[src/rtl/monitor_readback_frame_decoder_top_macros.svh]
// Assertion macros used by the frame decoder top level
`ifndef MONITOR_READBACK_FRAME_DECODER_TOP_MACROS_SVH
`define MONITOR_READBACK_FRAME_DECODER_TOP_MACROS_SVH

// same-cycle implication, clocked on aclk, off during reset
`define MRFD_ASSERT_IMPLY(lbl, ante, cons, msg) \
    lbl: assert property (@(posedge aclk) disable iff (!aresetn) (ante) |-> (cons)) \
        else $error(msg);

// next-cycle implication, clocked on aclk, off during reset
`define MRFD_ASSERT_NEXT(lbl, ante, cons, msg) \
    lbl: assert property (@(posedge aclk) disable iff (!aresetn) (ante) |=> (cons)) \
        else $error(msg);

`endif

[src/rtl/mrfd_pkg.sv]
// Types, constants and the CRC-8 step shared by the frame decoder modules
package mrfd_pkg;

    typedef enum logic [1:0] {
        KIND_CELL = 2'd0,
        KIND_TEMP = 2'd1,
        KIND_CFG  = 2'd2,
        KIND_NONE = 2'd3
    } frame_kind_t;

    // position inside a three-byte code group
    typedef logic [1:0] phase_t;
    localparam phase_t PH_LOW  = 2'd0;
    localparam phase_t PH_MID  = 2'd1;
    localparam phase_t PH_HIGH = 2'd2;

    // configuration register indexes
    localparam logic CFG_POLY = 1'b0;
    localparam logic CFG_SEED = 1'b1;

    localparam logic [7:0] POLY_RESET = 8'h07;
    localparam logic [7:0] SEED_RESET = 8'h41;

    localparam logic [4:0] CELL_LEN = 5'd18;
    localparam logic [4:0] TEMP_LEN = 5'd5;
    localparam logic [4:0] CFG_LEN  = 5'd6;
    localparam logic [4:0] POS_DONE = 5'd31;

    localparam logic [7:0]  NIBBLE_MASK = 8'h0F;
    localparam logic [12:0] CODE_OFFSET = 13'd512;

    typedef struct packed {
        logic [7:0] poly;
        logic [7:0] seed;
    } cfg_t;

    typedef struct packed {
        logic        valid;
        logic [7:0]  data_byte;
        logic        frame_start;
        frame_kind_t frame_kind;
    } in_item_t;

    typedef struct packed {
        logic               has_result;
        logic signed [12:0] code_value;
        logic [3:0]         code_index;
        logic               is_check;
        logic               pec_ok;
        logic               last;
    } result_t;

    // MSB-first CRC-8, no reflection, no final xor
    function automatic logic [7:0] crc8_update(input logic [7:0] crc,
                                               input logic [7:0] b,
                                               input logic [7:0] poly);
        logic [7:0] r;
        r = crc ^ b;
        for (int i = 0; i < 8; i++) begin
            if (r[7]) begin
                r = {r[6:0], 1'b0} ^ poly;
            end else begin
                r = {r[6:0], 1'b0};
            end
        end
        return r;
    endfunction

endpackage

[src/rtl/monitor_readback_frame_decoder_top.sv]
// Top level of the battery-monitor readback frame decoder
//
// Slave stream: one received response byte per transaction. s_tdata carries the
// byte, s_tuser[0] marks the first byte of a frame and s_tuser[2:1] gives the
// frame kind (cell, temperature, configuration; code 3 drops the frame).
// Master stream: one result per code, per configuration byte and per PEC byte.
// Code results carry the 12-bit code minus 512 as a 13-bit signed value and its
// index; the PEC result sets is_check, reports pec_ok and raises m_tlast.
// Low bytes of code groups and bytes past the PEC byte give no result.
// Configuration: cfg_we writes cfg_wdata to register cfg_index (0 polynomial,
// 1 seed) at the clock edge; the seed loads at every frame start.
// Path: an accepted byte waits in the input register and is decoded into the
// result register on m_*. Throughput: one byte per cycle unless m_tready stalls;
// CRC step and unpack fit in the single decode stage between the two registers.
// Stall: with the result register full and m_tready low, one more byte is held
// in the input register, then s_tready drops until the result is taken.
// Reset (aresetn low, synchronous): both stages empty, polynomial 0x07, seed
// 0x41, and the decoder behaves as if a cell frame had just started.
`include "monitor_readback_frame_decoder_top_macros.svh"

module monitor_readback_frame_decoder_top (
    input  logic        aclk,
    input  logic        aresetn,
    // configuration write port
    input  logic        cfg_we,
    input  logic        cfg_index,
    input  logic [7:0]  cfg_wdata,
    // byte stream in
    input  logic        s_tvalid,
    output logic        s_tready,
    input  logic [7:0]  s_tdata,    // [7:0] data_byte
    input  logic [2:0]  s_tuser,    // [0] frame_start, [2:1] frame_kind
    // result stream out
    output logic        m_tvalid,
    input  logic        m_tready,
    output logic [23:0] m_tdata,    // [12:0] code_value, [16:13] code_index, zero pad
    output logic [1:0]  m_tuser,    // [0] is_check, [1] pec_ok
    output logic        m_tlast
);
    import mrfd_pkg::*;

    logic [7:0] pec_poly_reg;
    logic [7:0] pec_seed_reg;
    cfg_t       cfg;
    in_item_t   item;
    result_t    result;
    logic       out_free;
    logic       advance;

    // configuration registers
    always_ff @(posedge aclk) begin
        if (!aresetn) begin
            pec_poly_reg <= POLY_RESET;
            pec_seed_reg <= SEED_RESET;
        end else if (cfg_we) begin
            if (cfg_index == CFG_POLY) begin
                pec_poly_reg <= cfg_wdata;
            end else begin
                pec_seed_reg <= cfg_wdata;
            end
        end
    end

    assign cfg.poly = pec_poly_reg;
    assign cfg.seed = pec_seed_reg;

    // the held byte moves through decode whenever the result register can take it
    assign advance = item.valid && out_free;

    mrfd_in_stage u_in_stage (
        .aclk     (aclk),
        .aresetn  (aresetn),
        .s_tvalid (s_tvalid),
        .s_tready (s_tready),
        .s_tdata  (s_tdata),
        .s_tuser  (s_tuser),
        .advance  (advance),
        .item     (item)
    );

    mrfd_decode u_decode (
        .aclk    (aclk),
        .aresetn (aresetn),
        .cfg     (cfg),
        .item    (item),
        .advance (advance),
        .result  (result)
    );

    mrfd_out_stage u_out_stage (
        .aclk     (aclk),
        .aresetn  (aresetn),
        .result   (result),
        .advance  (advance),
        .out_free (out_free),
        .m_tvalid (m_tvalid),
        .m_tready (m_tready),
        .m_tdata  (m_tdata),
        .m_tuser  (m_tuser),
        .m_tlast  (m_tlast)
    );

    // check results carry no code and always close the frame
    `MRFD_ASSERT_IMPLY(a_check_fields, m_tvalid && m_tuser[0], m_tdata == 24'd0 && m_tlast, "check result with code data or without last")
    // last and pec_ok only appear on a check result
    `MRFD_ASSERT_IMPLY(a_flags_need_check, m_tvalid && (m_tlast || m_tuser[1]), m_tuser[0], "last or pec_ok outside a check result")
    // code indexes stay within a cell frame
    `MRFD_ASSERT_IMPLY(a_index_range, m_tvalid && !m_tuser[0], m_tdata[16:13] <= 4'd11, "code index out of range")
    // a polynomial write lands in the register
    `MRFD_ASSERT_NEXT(a_poly_write, cfg_we && cfg_index == CFG_POLY, pec_poly_reg == $past(cfg_wdata), "polynomial write lost")

endmodule

[src/rtl/mrfd_in_stage.sv]
// Input register stage: holds one accepted byte until the decoder takes it
module mrfd_in_stage (
    input  logic               aclk,
    input  logic               aresetn,
    input  logic               s_tvalid,
    output logic               s_tready,
    input  logic [7:0]         s_tdata,   // [7:0] data_byte
    input  logic [2:0]         s_tuser,   // [0] frame_start, [2:1] frame_kind
    input  logic               advance,
    output mrfd_pkg::in_item_t item
);
    import mrfd_pkg::*;

    logic        valid_reg;
    logic        valid_next;
    logic [7:0]  data_reg;
    logic        start_reg;
    frame_kind_t kind_reg;
    logic        load;

    assign s_tready   = !valid_reg || advance;
    assign load       = s_tvalid && s_tready;
    assign valid_next = load ? 1'b1 : (advance ? 1'b0 : valid_reg);

    always_ff @(posedge aclk) begin
        if (!aresetn) begin
            valid_reg <= 1'b0;
        end else begin
            valid_reg <= valid_next;
        end
    end

    always_ff @(posedge aclk) begin
        if (load) begin
            data_reg  <= s_tdata;
            start_reg <= s_tuser[0];
            kind_reg  <= frame_kind_t'(s_tuser[2:1]);
        end
    end

    always_comb begin
        item.valid       = valid_reg;
        item.data_byte   = data_reg;
        item.frame_start = start_reg;
        item.frame_kind  = kind_reg;
    end

endmodule

[src/rtl/mrfd_decode.sv]
// Frame state, running CRC and 12-bit code unpack for one byte per cycle while advance is high
module mrfd_decode (
    input  logic               aclk,
    input  logic               aresetn,
    input  mrfd_pkg::cfg_t     cfg,
    input  mrfd_pkg::in_item_t item,
    input  logic               advance,
    output mrfd_pkg::result_t  result
);
    import mrfd_pkg::*;

    frame_kind_t kind_reg, kind_next, kind_eff;
    logic [4:0]  pos_reg, pos_next, pos_eff;
    logic [7:0]  crc_reg, crc_next, crc_eff;
    logic [3:0]  idx_reg, idx_next, idx_eff;
    logic [7:0]  low_reg, low_next, low_eff;
    logic [3:0]  nib_reg, nib_next, nib_eff;
    phase_t      phase_reg, phase_next, phase_eff;
    logic [4:0]  len;
    logic [7:0]  b;
    logic [11:0] code;

    assign b = item.data_byte;

    always_comb begin
        if (item.frame_start) begin
            kind_eff  = item.frame_kind;
            pos_eff   = '0;
            crc_eff   = cfg.seed;
            idx_eff   = '0;
            low_eff   = '0;
            nib_eff   = '0;
            phase_eff = PH_LOW;
        end else begin
            kind_eff  = kind_reg;
            pos_eff   = pos_reg;
            crc_eff   = crc_reg;
            idx_eff   = idx_reg;
            low_eff   = low_reg;
            nib_eff   = nib_reg;
            phase_eff = phase_reg;
        end
    end

    always_comb begin
        unique case (kind_eff)
            KIND_CELL: len = CELL_LEN;
            KIND_TEMP: len = TEMP_LEN;
            default:   len = CFG_LEN;
        endcase
    end

    always_comb begin
        kind_next  = kind_eff;
        pos_next   = pos_eff;
        crc_next   = crc_eff;
        idx_next   = idx_eff;
        low_next   = low_eff;
        nib_next   = nib_eff;
        phase_next = phase_eff;
        code       = '0;
        result     = '0;

        if (kind_eff != KIND_NONE && pos_eff <= len) begin
            if (pos_eff == len) begin
                // PEC byte closes the frame
                pos_next          = POS_DONE;
                result.has_result = 1'b1;
                result.is_check   = 1'b1;
                result.pec_ok     = (b == crc_eff);
                result.last       = 1'b1;
            end else begin
                crc_next = crc8_update(crc_eff, b, cfg.poly);
                pos_next = pos_eff + 5'd1;
                if (kind_eff == KIND_CFG) begin
                    result.has_result = 1'b1;
                    result.code_value = $signed({5'd0, b});
                    result.code_index = pos_eff[3:0];
                end else begin
                    case (phase_eff)
                        PH_LOW: begin
                            low_next   = b;
                            phase_next = PH_MID;
                        end
                        PH_MID: begin
                            code       = {b[3:0], low_eff};
                            nib_next   = b[7:4];
                            phase_next = PH_HIGH;
                        end
                        default: begin
                            code       = {b, nib_eff};
                            phase_next = PH_LOW;
                        end
                    endcase
                    if (phase_eff != PH_LOW) begin
                        result.has_result = 1'b1;
                        result.code_value = $signed({1'b0, code} - CODE_OFFSET);
                        result.code_index = idx_eff;
                        idx_next          = idx_eff + 4'd1;
                    end
                end
            end
        end
    end

    always_ff @(posedge aclk) begin
        if (!aresetn) begin
            kind_reg  <= KIND_CELL;
            pos_reg   <= '0;
            crc_reg   <= SEED_RESET;
            idx_reg   <= '0;
            low_reg   <= '0;
            nib_reg   <= '0;
            phase_reg <= PH_LOW;
        end else if (advance) begin
            kind_reg  <= kind_next;
            pos_reg   <= pos_next;
            crc_reg   <= crc_next;
            idx_reg   <= idx_next;
            low_reg   <= low_next;
            nib_reg   <= nib_next;
            phase_reg <= phase_next;
        end
    end

endmodule

[src/rtl/mrfd_out_stage.sv]
// Result register stage driving the master-side stream
module mrfd_out_stage (
    input  logic              aclk,
    input  logic              aresetn,
    input  mrfd_pkg::result_t result,
    input  logic              advance,
    output logic              out_free,
    output logic              m_tvalid,
    input  logic              m_tready,
    output logic [23:0]       m_tdata,   // [12:0] code_value, [16:13] code_index, zero pad
    output logic [1:0]        m_tuser,   // [0] is_check, [1] pec_ok
    output logic              m_tlast
);
    import mrfd_pkg::*;

    logic    valid_reg;
    logic    valid_next;
    result_t res_reg;

    assign out_free = !valid_reg || m_tready;

    always_comb begin
        if (advance) begin
            valid_next = result.has_result;
        end else if (m_tready) begin
            valid_next = 1'b0;
        end else begin
            valid_next = valid_reg;
        end
    end

    always_ff @(posedge aclk) begin
        if (!aresetn) begin
            valid_reg <= 1'b0;
        end else begin
            valid_reg <= valid_next;
        end
    end

    always_ff @(posedge aclk) begin
        if (advance && result.has_result) begin
            res_reg <= result;
        end
    end

    assign m_tvalid = valid_reg;
    assign m_tdata  = {7'd0, res_reg.code_index, res_reg.code_value};
    assign m_tuser  = {res_reg.pec_ok, res_reg.is_check};
    assign m_tlast  = res_reg.last;

endmodule

[config.mk]
export PLATFORM = sky130hd
export DESIGN_NAME = monitor_readback_frame_decoder_top
export DESIGN_NICKNAME = d
export VERILOG_FILES = /design/src/rtl/mrfd_pkg.sv /design/src/rtl/monitor_readback_frame_decoder_top.sv /design/src/rtl/mrfd_in_stage.sv /design/src/rtl/mrfd_decode.sv /design/src/rtl/mrfd_out_stage.sv
export VERILOG_INCLUDE_DIRS = /design/src /design/src/rtl
export SDC_FILE = /design/constraint.sdc
export NUM_CORES = 1
export LEC_CHECK = 0
export CELL_PAD_IN_SITES_DETAIL_PLACEMENT = 2
export CELL_PAD_IN_SITES_GLOBAL_PLACEMENT = 2
export CORE_MARGIN = 5
export CORE_UTILIZATION = 43
export CTS_CLUSTER_SIZE = 28
export DETAILED_ROUTE_END_ITERATION = 8
export DONT_BUFFER_PORTS = 1
export GPL_ROUTABILITY_DRIVEN = 0
export PLACE_DENSITY_LB_ADDON = 0.3
export SLEW_MARGIN = 10
export SYNTH_ARGS = -nofsm -noshare
export SYNTH_HDL_FRONTEND = slang
export SYNTH_HIERARCHICAL = 1
export SYNTH_SLANG_ARGS = --single-unit
[constraint.sdc]
create_clock -name aclk -period 12.3 [get_ports aclk]
set_clock_uncertainty 0.2 [all_clocks]
set_input_delay 0 -clock aclk [delete_from_list [all_inputs] [get_ports aclk]]
set_output_delay 0 -clock aclk [all_outputs]
set_load 0.005 [all_outputs]
==> results_dict.tcl, run 1 <==
set metrics [dict create \
    status "completed" \
    netlist_instances 631 \
    tritoncts "yes" \
    clk_path_buf_depth 2 \
    maxCapViolations 0 \
    drc 0 \
    drt_iter0_drc 406 \
    power_density_nw_per_um2 164.3 \
    critPathRequiredTime_ns 12.41 \
    met1Wirelength_mm 8.779 \
    die-area_sq_um 15320 \
    vias_per_cell 6.154 \
    synthMuxAreaShare_pct 5.732 \
    ant_nets 0 \
    synth_fa_ha_area_share_pct 1.798 \
    syn_area_per_cell_sq_um 8.822 \
    htreeDepth 3 \
    crit_path_top_delay_cell "a31oi_2" \
    relSlewSlack_pct 20.19 \
    drive_gt1_share_pct 7.344 \
    num_rows 41 \
    regMostFlops "u_out_stage/m_tdata" \
    synth_xor_xnor_area_share_pct 11.51 \
    setup_violations 0 \
    grt_pass1_vias 5549 \
    utilization_pct 49.14 \
    place_hpwl_mm 12.38 \
    finalSetupTns_ns 0 \
    grt_max_degree 61 \
    die_w_um 123.8 \
    yosysWarnings 6 \
    synth_area_leaders "dfxtp_1 (18%), edfxtp_1 (17%), xnor2_1 (7.6%)" \
    cts.repair.resized 0 \
    diodes 0 \
    io_pins 54 \
    ir_drop_mv 0.08146 \
    max_stage_delay_ns 0.90 \
    arrival_ns 6.31 \
    start_kind "flip-flop" \
    first_pass_iters 4 \
    root_buffer "clkbuf_16" \
    syn_area_sq_um 5567 \
    dr_wl_met3_um 705 \
    fillers 1380 \
    path_cells "buf_4 -> mux2i_4 -> xnor2_2 -> nand3_1 -> a31oi_2 -> a311oi_1 -> o31ai_4 -> o41ai_4 -> mux2i_1 -> xnor3_1 -> nor3b_4 -> nor2_1 -> o221a_1 -> o21ai_2 -> dlygate4sd3_1" \
    yosys_most_used_dff "dfxtp_1" \
    wl_per_cell_um 26.58 \
    yosysUniqueCellTypes 75 \
    path_max_fanout 33 \
    drv_slew 0 \
    grt_pass1_wl_mm 33.60 \
    crit_type "reg2reg" \
    grtUsageTotal_pct 29.22 \
    min_period_over_period_pct 50.44 \
    grt_overflow_total 0 \
    ys_seq_elements 82 \
    synthSimpleGateAreaFrac_pct 20.39 \
    tightestPinTransition_ns 1.192 \
    synth-edff-count 31 \
    synth_top_family_by_area "simple AND/OR/NAND/NOR gates" \
    core_area_sq_um 12670 \
    hold_buffers 34 \
    start_util_pct 43.93 \
    antenna_found_initial 0 \
    areaGrowthSynthToFinish_pct 11.85 \
    vias 4997 \
    synth_top_area_share_pct 18.34 \
    p_leak_uw 0.002219 \
    max_freq_mhz 161.2 \
    hold_class "in2reg" \
    clkSinkCount 82 \
    yosysTopAreaCell "dfxtp_1" \
    top_layer "met4" \
    clk_latency_ns 0.36 \
    port_buffers 0 \
    post-cts-setup-buffers 0 \
    path_clk_slew_ns 0.07 \
    seq_area_frac_synth_pct 35.06 \
    worst_setup_path_end_kind "flip-flop" \
    rsz0062_at_grt "no" \
    post-route-min-period_ns 6.204 \
    cts_buffers 9 \
    wl_met2_mm 11.24 \
    wirelength_mm 21.59 \
    hold_viol_final 0 \
    largest_register_ffs 17 \
    fin_nets 668 \
    synthArstFlopShare_pct 0 \
    dieHeight_um 123.8 \
    synth_compound_area_share_pct 19.49 \
]
[layer usage]
| metal | up-vias | track usage, % |
|---|---|---|
| met1 | 2569 | 34.13 |
| met5 | - | 0 |
| met3 | 55 | 5.086 |
| li1 | 2239 | - |
| met4 | 0 | 12.94 |
| met2 | 134 | 52.11 |
[worst max-delay path, delay by kind of cell, from the launching register on]
kind                   cells  cell delay (ns)
AO/OA/AOI/OAI              6             2.14
XOR/XNOR                   2             1.17
buffers and inverters      2             0.84
flip-flops                 1             0.41
multiplexers               2             0.50
AND/OR/NAND/NOR            3             0.87
[report_power, final]
part           internal [uW]  switching (uW)
clock                    163             127
combinational            164             243
sequential               301            24.4
[final cells by class]
cell class                 count  area [sq um]  area share (%)
multi-input combinational    485          3306           53.09
clock buffer                  10         239.0           3.838
timing repair buffer          38         380.4           6.109
tap                          172         215.2           3.457
sequential                    82          1952           31.35
inverter                      19         71.32           1.145
clock inverter                 6         62.56           1.005
[per-stage QoR]
step / instance area [sq um] / setup slack [ns] / hold slack (ns) / std cells / total power (uW)
global placement: 5574 / 7.198 / -0.1323 / 762 / 670.6
CTS: 6226 / 6.331 / 0.06605 / 812 / 988.0
global route: 6226 / 5.838 / 0.06275 / 812 / 1063
detailed placement: 5574 / 6.868 / -0.1292 / 762 / 691.2
finish: 6226 / 6.096 / 0.06717 / 812 / 1023
floorplan: 5589 / 8.133 / -0.1011 / 637 / 619.6
[cell families (layout without fill, tap and decap cells)]
| kind of cell | after synthesis | after routing |
|---|---|---|
| xor+xnor | 64 | 64 |
| compound gates | 154 | 154 |
| simple gates | 223 | 223 |
| flops | 82 | 82 |
| fa+ha+maj | 8 | 8 |
| other cells | 1 | 7 |
| mux | 29 | 29 |
| buf+inv | 70 | 73 |
[placed cells by master, fill, tap and decap left out, types with 5 or more instances in the layout]
cell type / netlist / routed
inv_1: 18 / 18
conb_1: 1 / 7
nor2_1: 31 / 31
dfxtp_1: 51 / 51
nor3_1: 6 / 6
and3_1: 8 / 8
mux2i_1: 24 / 24
o21ai_1: 17 / 17
nor2b_1: 25 / 25
clkbuf_16: 0 / 9
a22o_1: 6 / 6
edfxtp_1: 31 / 31
and2_1: 11 / 11
a22oi_1: 21 / 21
dlygate4sd3_1: 0 / 33
nand3_1: 25 / 25
nand2_1: 85 / 85
ha_1: 8 / 8
xnor2_1: 48 / 48
o21ai_0: 30 / 30
a21boi_0: 7 / 7
a31oi_1: 7 / 7
nand2b_1: 5 / 5
a21oi_1: 15 / 15
xor2_1: 10 / 10
o211ai_1: 10 / 10
[Yosys cell counts (4+ instances only)]
library cell	instances
nand2b_1	5
nand2_1	85
ha_1	8
a31oi_1	7
o211ai_1	10
nor3_1	6
and2_1	11
buf_4	11
inv_1	18
edfxtp_1	31
xnor2_1	48
a211oi_1	4
o21a_1	4
mux2i_1	24
a32oi_1	4
nor2_1	31
o21ai_0	30
a21boi_0	7
clkbuf_1	31
xor2_1	10
nor2b_1	25
a21oi_1	15
nand3b_1	4
buf_2	4
nand3_1	25
a22oi_1	21
and3_1	8
dfxtp_1	51
nand4_1	4
o21ai_1	17
a22o_1	6
[final timing paths]
| check | from | to | slack, ns | depth (start not counted) |
|---|---|---|---|---|
| hold reg to reg | u_decode/pos_reg[4] | u_decode/pos_reg[4] | 0.28 | 2 |
| setup / recovery | u_in_stage/start_reg | u_decode/crc_reg[0] | 6.10 | 15 |
| hold / removal | s_tuser[2] | u_in_stage/kind_reg[1] | 0.07 | 1 |
| setup reg to reg | u_in_stage/start_reg | u_decode/crc_reg[0] | 6.10 | 15 |
Power figures use the tool's default switching activity.
==> run 2: changes to the inputs <==
--- a/config.mk
+++ b/config.mk
@@ -6,10 +6,11 @@
 export SDC_FILE = /design/constraint.sdc
 export NUM_CORES = 1
 export LEC_CHECK = 0
+export ABC_AREA = 1
 export CELL_PAD_IN_SITES_DETAIL_PLACEMENT = 2
 export CELL_PAD_IN_SITES_GLOBAL_PLACEMENT = 2
 export CORE_MARGIN = 5
-export CORE_UTILIZATION = 43
+export CORE_UTILIZATION = 36
 export CTS_CLUSTER_SIZE = 28
 export DETAILED_ROUTE_END_ITERATION = 8
 export DONT_BUFFER_PORTS = 1
==> constraint.sdc (replaced) <==
create_clock -name aclk -period 6.4 [get_ports aclk]
set_clock_uncertainty 0.2 [all_clocks]
set_input_delay 0 -clock aclk [delete_from_list [all_inputs] [get_ports aclk]]
set_output_delay 0 -clock aclk [all_outputs]
set_load 0.005 [all_outputs]
==> results_dict.tcl, run 2 <==
set metrics [dict create \
    status "completed" \
    drt_iter0_drc 227 \
    utilization_pct 41.00 \
    antenna_found_initial 0 \
    fillers 1813 \
    path_max_fanout 30 \
    grtUsageTotal_pct 22.09 \
    synthArstFlopShare_pct 0 \
    min_period_over_period_pct 81.50 \
    yosysTopAreaCell "dfxtp_1" \
    synth_top_area_share_pct 18.51 \
    synth-edff-count 31 \
    path_clk_slew_ns 0.07 \
    die-area_sq_um 17900 \
    yosysWarnings 6 \
    num_rows 45 \
    regArea_sq_um 1952 \
    cts_buffers 9 \
    hold_class "in2reg" \
    ant_nets 0 \
    port_buffers 0 \
    yosysUniqueCellTypes 43 \
    clk_path_buf_depth 2 \
    ys_seq_elements 82 \
    htreeDepth 3 \
    io_pins 54 \
    final_common_cell "nand2_1" \
    wirelength_mm 19.35 \
    syn_area_sq_um 5515 \
    final_cells 997 \
    seq_area_frac_synth_pct 35.39 \
    root_buffer "clkbuf_16" \
    start_kind "flip-flop" \
    synth_common_cells "nand2_1 (209), inv_1 (86), nand3_1 (77), nor2_1 (75), dfxtp_1 (51)" \
    clkSinkCount 82 \
    power_uw 1851 \
    largest_register_ffs 17 \
    synth_most_common_cell "nand2_1" \
    worst_setup_path_end_kind "flip-flop" \
    netlist_instances 791 \
    start_util_pct 36.55 \
    core_area_sq_um 15090 \
    post-route-min-period_ns 5.216 \
    drv_slew 0 \
    finalSetupTns_ns 0 \
    vias_per_cell 5.325 \
    p_leak_uw 0.002703 \
    tightestPinTransition_ns 0.9847 \
    die_w_um 133.8 \
    ir_drop_mv 0.1497 \
    crit_type "reg2reg" \
    max_freq_mhz 191.7 \
    drc 0 \
    setup_violations 0 \
    areaGrowthSynthToFinish_pct 12.18 \
    dieHeight_um 133.8 \
    grt_pass1_vias 5839 \
    diodes 0 \
    maxCapViolations 0 \
    clk_latency_ns 0.35 \
    rsz0062_at_grt "no" \
    multi_input_area_sq_um 2959 \
    power_density_nw_per_um2 299.2 \
    grt_max_degree 42 \
    hold_viol_final 0 \
    place_hpwl_mm 14.26 \
    drive_gt1_share_pct 11.12 \
    regMostFlops "u_out_stage/m_tdata" \
    final_cell_mix "nand2_1 (209), inv_1 (86), nand3_1 (77), nor2_1 (75), dfxtp_1 (51)" \
    first_pass_iters 4 \
    yosys_most_used_dff "dfxtp_1" \
    grt_pass1_wl_mm 31.35 \
    relSlewSlack_pct 34.14 \
    wl_per_cell_um 19.41 \
    synth_area_leaders "dfxtp_1 (19%), edfxtp_1 (17%), nand2_1 (14%)" \
    vias 5309 \
    fin_nets 837 \
    grt_overflow_total 0 \
    tritoncts "yes" \
    syn_area_per_cell_sq_um 6.973 \
    arrival_ns 5.26 \
    critPathRequiredTime_ns 6.45 \
    place_inst 949 \
]
run 2: timing repair:
action | 4_1_cts | 5_1_grt
hold endpoints to repair | 71 | 0
hold buffers | 32 | 0
resized for setup | 0 | 0
buffers inserted | 0 | 0
run 2: final timing paths:
path,start,end,slack (ns),depth (start not counted)
max,u_in_stage/start_reg,u_decode/idx_reg[3],1.18,21
min,s_tdata[5],u_in_stage/data_reg[5],0.07,1
max reg2reg,u_in_stage/start_reg,u_decode/idx_reg[3],1.18,21
min reg2reg,u_decode/nib_reg[3],u_decode/nib_reg[3],0.28,2
run 2: layout make-up:
cell class | count | share of cell area (%)
Multi-Input combinational cell | 571 | 47.83
Sequential cell | 82 | 31.55
Inverter | 105 | 6.390
Timing Repair Buffer | 35 | 5.541
Clock buffer | 11 | 3.923
Tap cell | 188 | 3.802
Clock inverter | 5 | 0.9707
run 2: cell families (layout without fill, tap and decap cells):
kind of cell / Yosys count / after routing / share of synthesized area, %
other cells: 1 / 7 / 0.06799
buf+inv: 144 / 156 / 11.37
fa+ha+maj: 8 / 8 / 1.815
xor+xnor: 28 / 28 / 4.855
compound gates: 113 / 113 / 12.21
simple gates: 415 / 415 / 34.30
flops: 82 / 82 / 35.39
run 2: worst max-delay path, stage by stage (launching register included):
cell and delay, ns:
edfxtp_1 0.84, inv_2 0.46, or2_2 0.40, o21ai_0 0.18, inv_1 0.11, nor2_1 0.16
inv_1 0.06, ha_1 0.30, nand4_1 0.13, inv_1 0.06, nand2_1 0.10, o21ai_0 0.13
nor2_1 0.45, inv_1 0.27, nor2_1 0.18, inv_2 0.13, nor2_1 0.23, inv_1 0.10
nor4_1 0.32, nand3_1 0.14, nand2_1 0.09, nor2_1 0.05
run 2: where the power goes:
part           internal (uW)  total [uW]  leakage [uW]  switching [uW]
clock network            315         540      0.000147             224
logic                    216         679       0.00186             463
registers                585         632      0.000700            47.4
total                   1120        1850       0.00270             734
run 2: per-stage QoR:
stage / setup WS (ns) / hold slack (ns) / instance area, sq um
3_3_place_gp: 1.579 / -0.1238 / 5564
5_1_grt: 0.6449 / 0.05798 / 6187
4_1_cts: 1.163 / 0.06365 / 6187
3_5_place_dp: 1.198 / -0.1141 / 5564
2_1_floorplan: 2.890 / -0.1310 / 5538
6_report: 1.184 / 0.07230 / 6187
run 2: routing by layer:
metal | global-route usage (%) | wire [um] | vias up
li1 | - | - | 2555
met4 | 6.343 | 297 | 0
met2 | 39.30 | 9800 | 83
met5 | 0 | 0 | -
met3 | 2.963 | 457 | 22
met1 | 27.96 | 8798 | 2649
==> run 3: changes to the inputs <==
--- a/config.mk
+++ b/config.mk
@@ -10,7 +10,7 @@
 export CELL_PAD_IN_SITES_DETAIL_PLACEMENT = 2
 export CELL_PAD_IN_SITES_GLOBAL_PLACEMENT = 2
 export CORE_MARGIN = 5
-export CORE_UTILIZATION = 36
+export CORE_UTILIZATION = 33
 export CTS_CLUSTER_SIZE = 28
 export DETAILED_ROUTE_END_ITERATION = 8
 export DONT_BUFFER_PORTS = 1
==> constraint.sdc (replaced) <==
create_clock -name aclk -period 4.2 [get_ports aclk]
set_clock_uncertainty 0.2 [all_clocks]
set_input_delay 0 -clock aclk [delete_from_list [all_inputs] [get_ports aclk]]
set_output_delay 0 -clock aclk [all_outputs]
set_load 0.005 [all_outputs]
==> results_dict.tcl, run 3 (synthesis gave the netlist of run 2 again) <==
set metrics [dict create \
    crit_type "reg2reg" \
    grt_max_degree 43 \
    crit_path_top_delay_cell "edfxtp_1" \
    fillers 1983 \
    finalSetupTns_ns 0 \
    hold_viol_final 0 \
    drv_slew 0 \
    largest_register_ffs 17 \
    drt_iter0_drc 221 \
    grt_overflow_total 0 \
    grtUsageTotal_pct 21.10 \
    clk_latency_ns 0.35 \
    max_stage_delay_ns 0.41 \
    start_util_pct 33.50 \
    drc 0 \
    die-area_sq_um 19400 \
    setup.worst_path.start "u_in_stage/start_reg" \
    path_clk_slew_ns 0.06 \
    r2r_slack_ns 0.36 \
    dieHeight_um 139.3 \
    root_buffer "clkbuf_16" \
    crit_path_end "u_decode/crc_reg[2]" \
    crit-reg2reg-capture "u_decode/crc_reg[2]" \
    antenna_found_initial 0 \
    tritoncts "yes" \
    post-route-min-period_ns 3.837 \
    fin_nets 851 \
    worst_setup_path_end_kind "flip-flop" \
    relSlewSlack_pct 34.72 \
    regMostFlops "u_out_stage/m_tdata" \
    min_from "s_tdata[5]" \
    path_max_fanout 13 \
    vias 5379 \
    tightestPinTransition_ns 0.9759 \
    start_kind "flip-flop" \
    final_cell_mix "nand2_1 (207), inv_1 (86), nand3_1 (77), nor2_1 (75), dfxtp_1 (51)" \
    vias_per_cell 5.157 \
    clk_path_buf_depth 2 \
    grt_pass1_wl_mm 32.72 \
    maxCapViolations 0 \
    drive_gt1_share_pct 13.12 \
    areaGrowthSynthToFinish_pct 14.86 \
    place_hpwl_mm 14.78 \
    crit_top_cell "nand2_1" \
    core_area_sq_um 16470 \
    status "completed" \
    max_freq_mhz 260.6 \
    final_common_cell "nand2_1" \
    port_buffers 0 \
    hold_class "in2reg" \
    wirelength_mm 20.23 \
    setup_violations 0 \
    clkSinkCount 82 \
    wl_per_cell_um 19.39 \
    num_rows 47 \
    critPathRequiredTime_ns 4.27 \
    power_density_nw_per_um2 441.6 \
    p_leak_uw 0.002761 \
    min_period_over_period_pct 91.37 \
    grt_pass1_vias 5993 \
    io_pins 54 \
    die_w_um 139.3 \
    r2r_start "u_in_stage/start_reg" \
    first_pass_iters 4 \
    ir_drop_mv 0.2452 \
    power_uw 2798 \
    cts_buffers 9 \
    rsz0062_at_grt "no" \
    diodes 0 \
    htreeDepth 3 \
    ant_nets 0 \
    rr_worst_depth 28 \
    arrival_ns 3.91 \
]
-- run 3: cell count changes in the layout (fill, tap and decap cells not counted), moves of 2 or more --
cell      delta
nand2_2      +2
clkinv_4     +3
nand2_1      -2
inv_6        -2
buf_4       +14
-- run 3: how the worst min path moves through the flow --
stage,endpoint,slack (ns),cells past startpoint
2_1_floorplan,u_decode/crc_reg[0],-0.13,1
3_3_place_gp,u_decode/crc_reg[0],-0.12,1
3_5_place_dp,u_decode/crc_reg[0],-0.12,1
4_1_cts,u_in_stage/data_reg[5],0.05,1
5_1_grt,u_in_stage/data_reg[3],0.05,1
6_report,u_in_stage/data_reg[5],0.07,1
-- run 3: area by class of cell --
| type | instances | area [sq um] | share of cell area, % |
|---|---|---|---|
| Multi-Input combinational cell | 571 | 2992 | 47.22 |
| Sequential cell | 82 | 1952 | 30.81 |
| Timing Repair Buffer | 49 | 447.9 | 7.071 |
| Inverter | 105 | 395.4 | 6.241 |
| Tap cell | 220 | 275.3 | 4.345 |
| Clock buffer | 10 | 229.0 | 3.614 |
| Clock inverter | 6 | 43.79 | 0.6913 |
-- run 3: timing repair --
item / CTS / global route
buffers inserted: 0 / 0
endpoints found under the hold margin: 70 / 0
gates resized for setup: 0 / 8
setup endpoints to repair: 0 / 6
hold buffers: 32 / 0
-- run 3: power by group --
part | switching (uW) | internal (uW)
clock | 346 | 402
combinational | 750 | 353
sequential | 56.3 | 891
total | 1150 | 1650
-- run 3: worst max-delay path, delay by kind of cell, from the launching register on --
kind,cells,cell delay (ns)
flip-flops,1,0.41
AO/OA/AOI/OAI,1,0.12
buffers and inverters,6,0.71
AND/OR/NAND/NOR,21,2.30
-- run 3: per-layer routing --
| metal | vias up | wire [um] | global-route usage [%] |
|---|---|---|---|
| met1 | 2687 | 9153 | 26.90 |
| met3 | 24 | 507 | 3.842 |
| met2 | 79 | 10280 | 37.05 |
| met4 | 0 | 286 | 5.046 |
| li1 | 2589 | - | - |
| met5 | - | 0 | 0 |
-- run 3: metrics by stage --
step / utilization [%] / std cells / hold WS [ns] / worst slack, ns / cell area, sq um
4_1_cts: 38.28 / 1043 / 0.05374 / 0.2625 / 6302
3_5_place_dp: 34.67 / 995 / -0.1211 / 0.2824 / 5709
6_report: 38.47 / 1043 / 0.07138 / 0.3625 / 6335
5_1_grt: 38.47 / 1043 / 0.05099 / 0.02159 / 6335
3_3_place_gp: 34.67 / 995 / -0.1246 / 0.4873 / 5709
2_1_floorplan: - / 797 / -0.1310 / 0.6897 / 5538
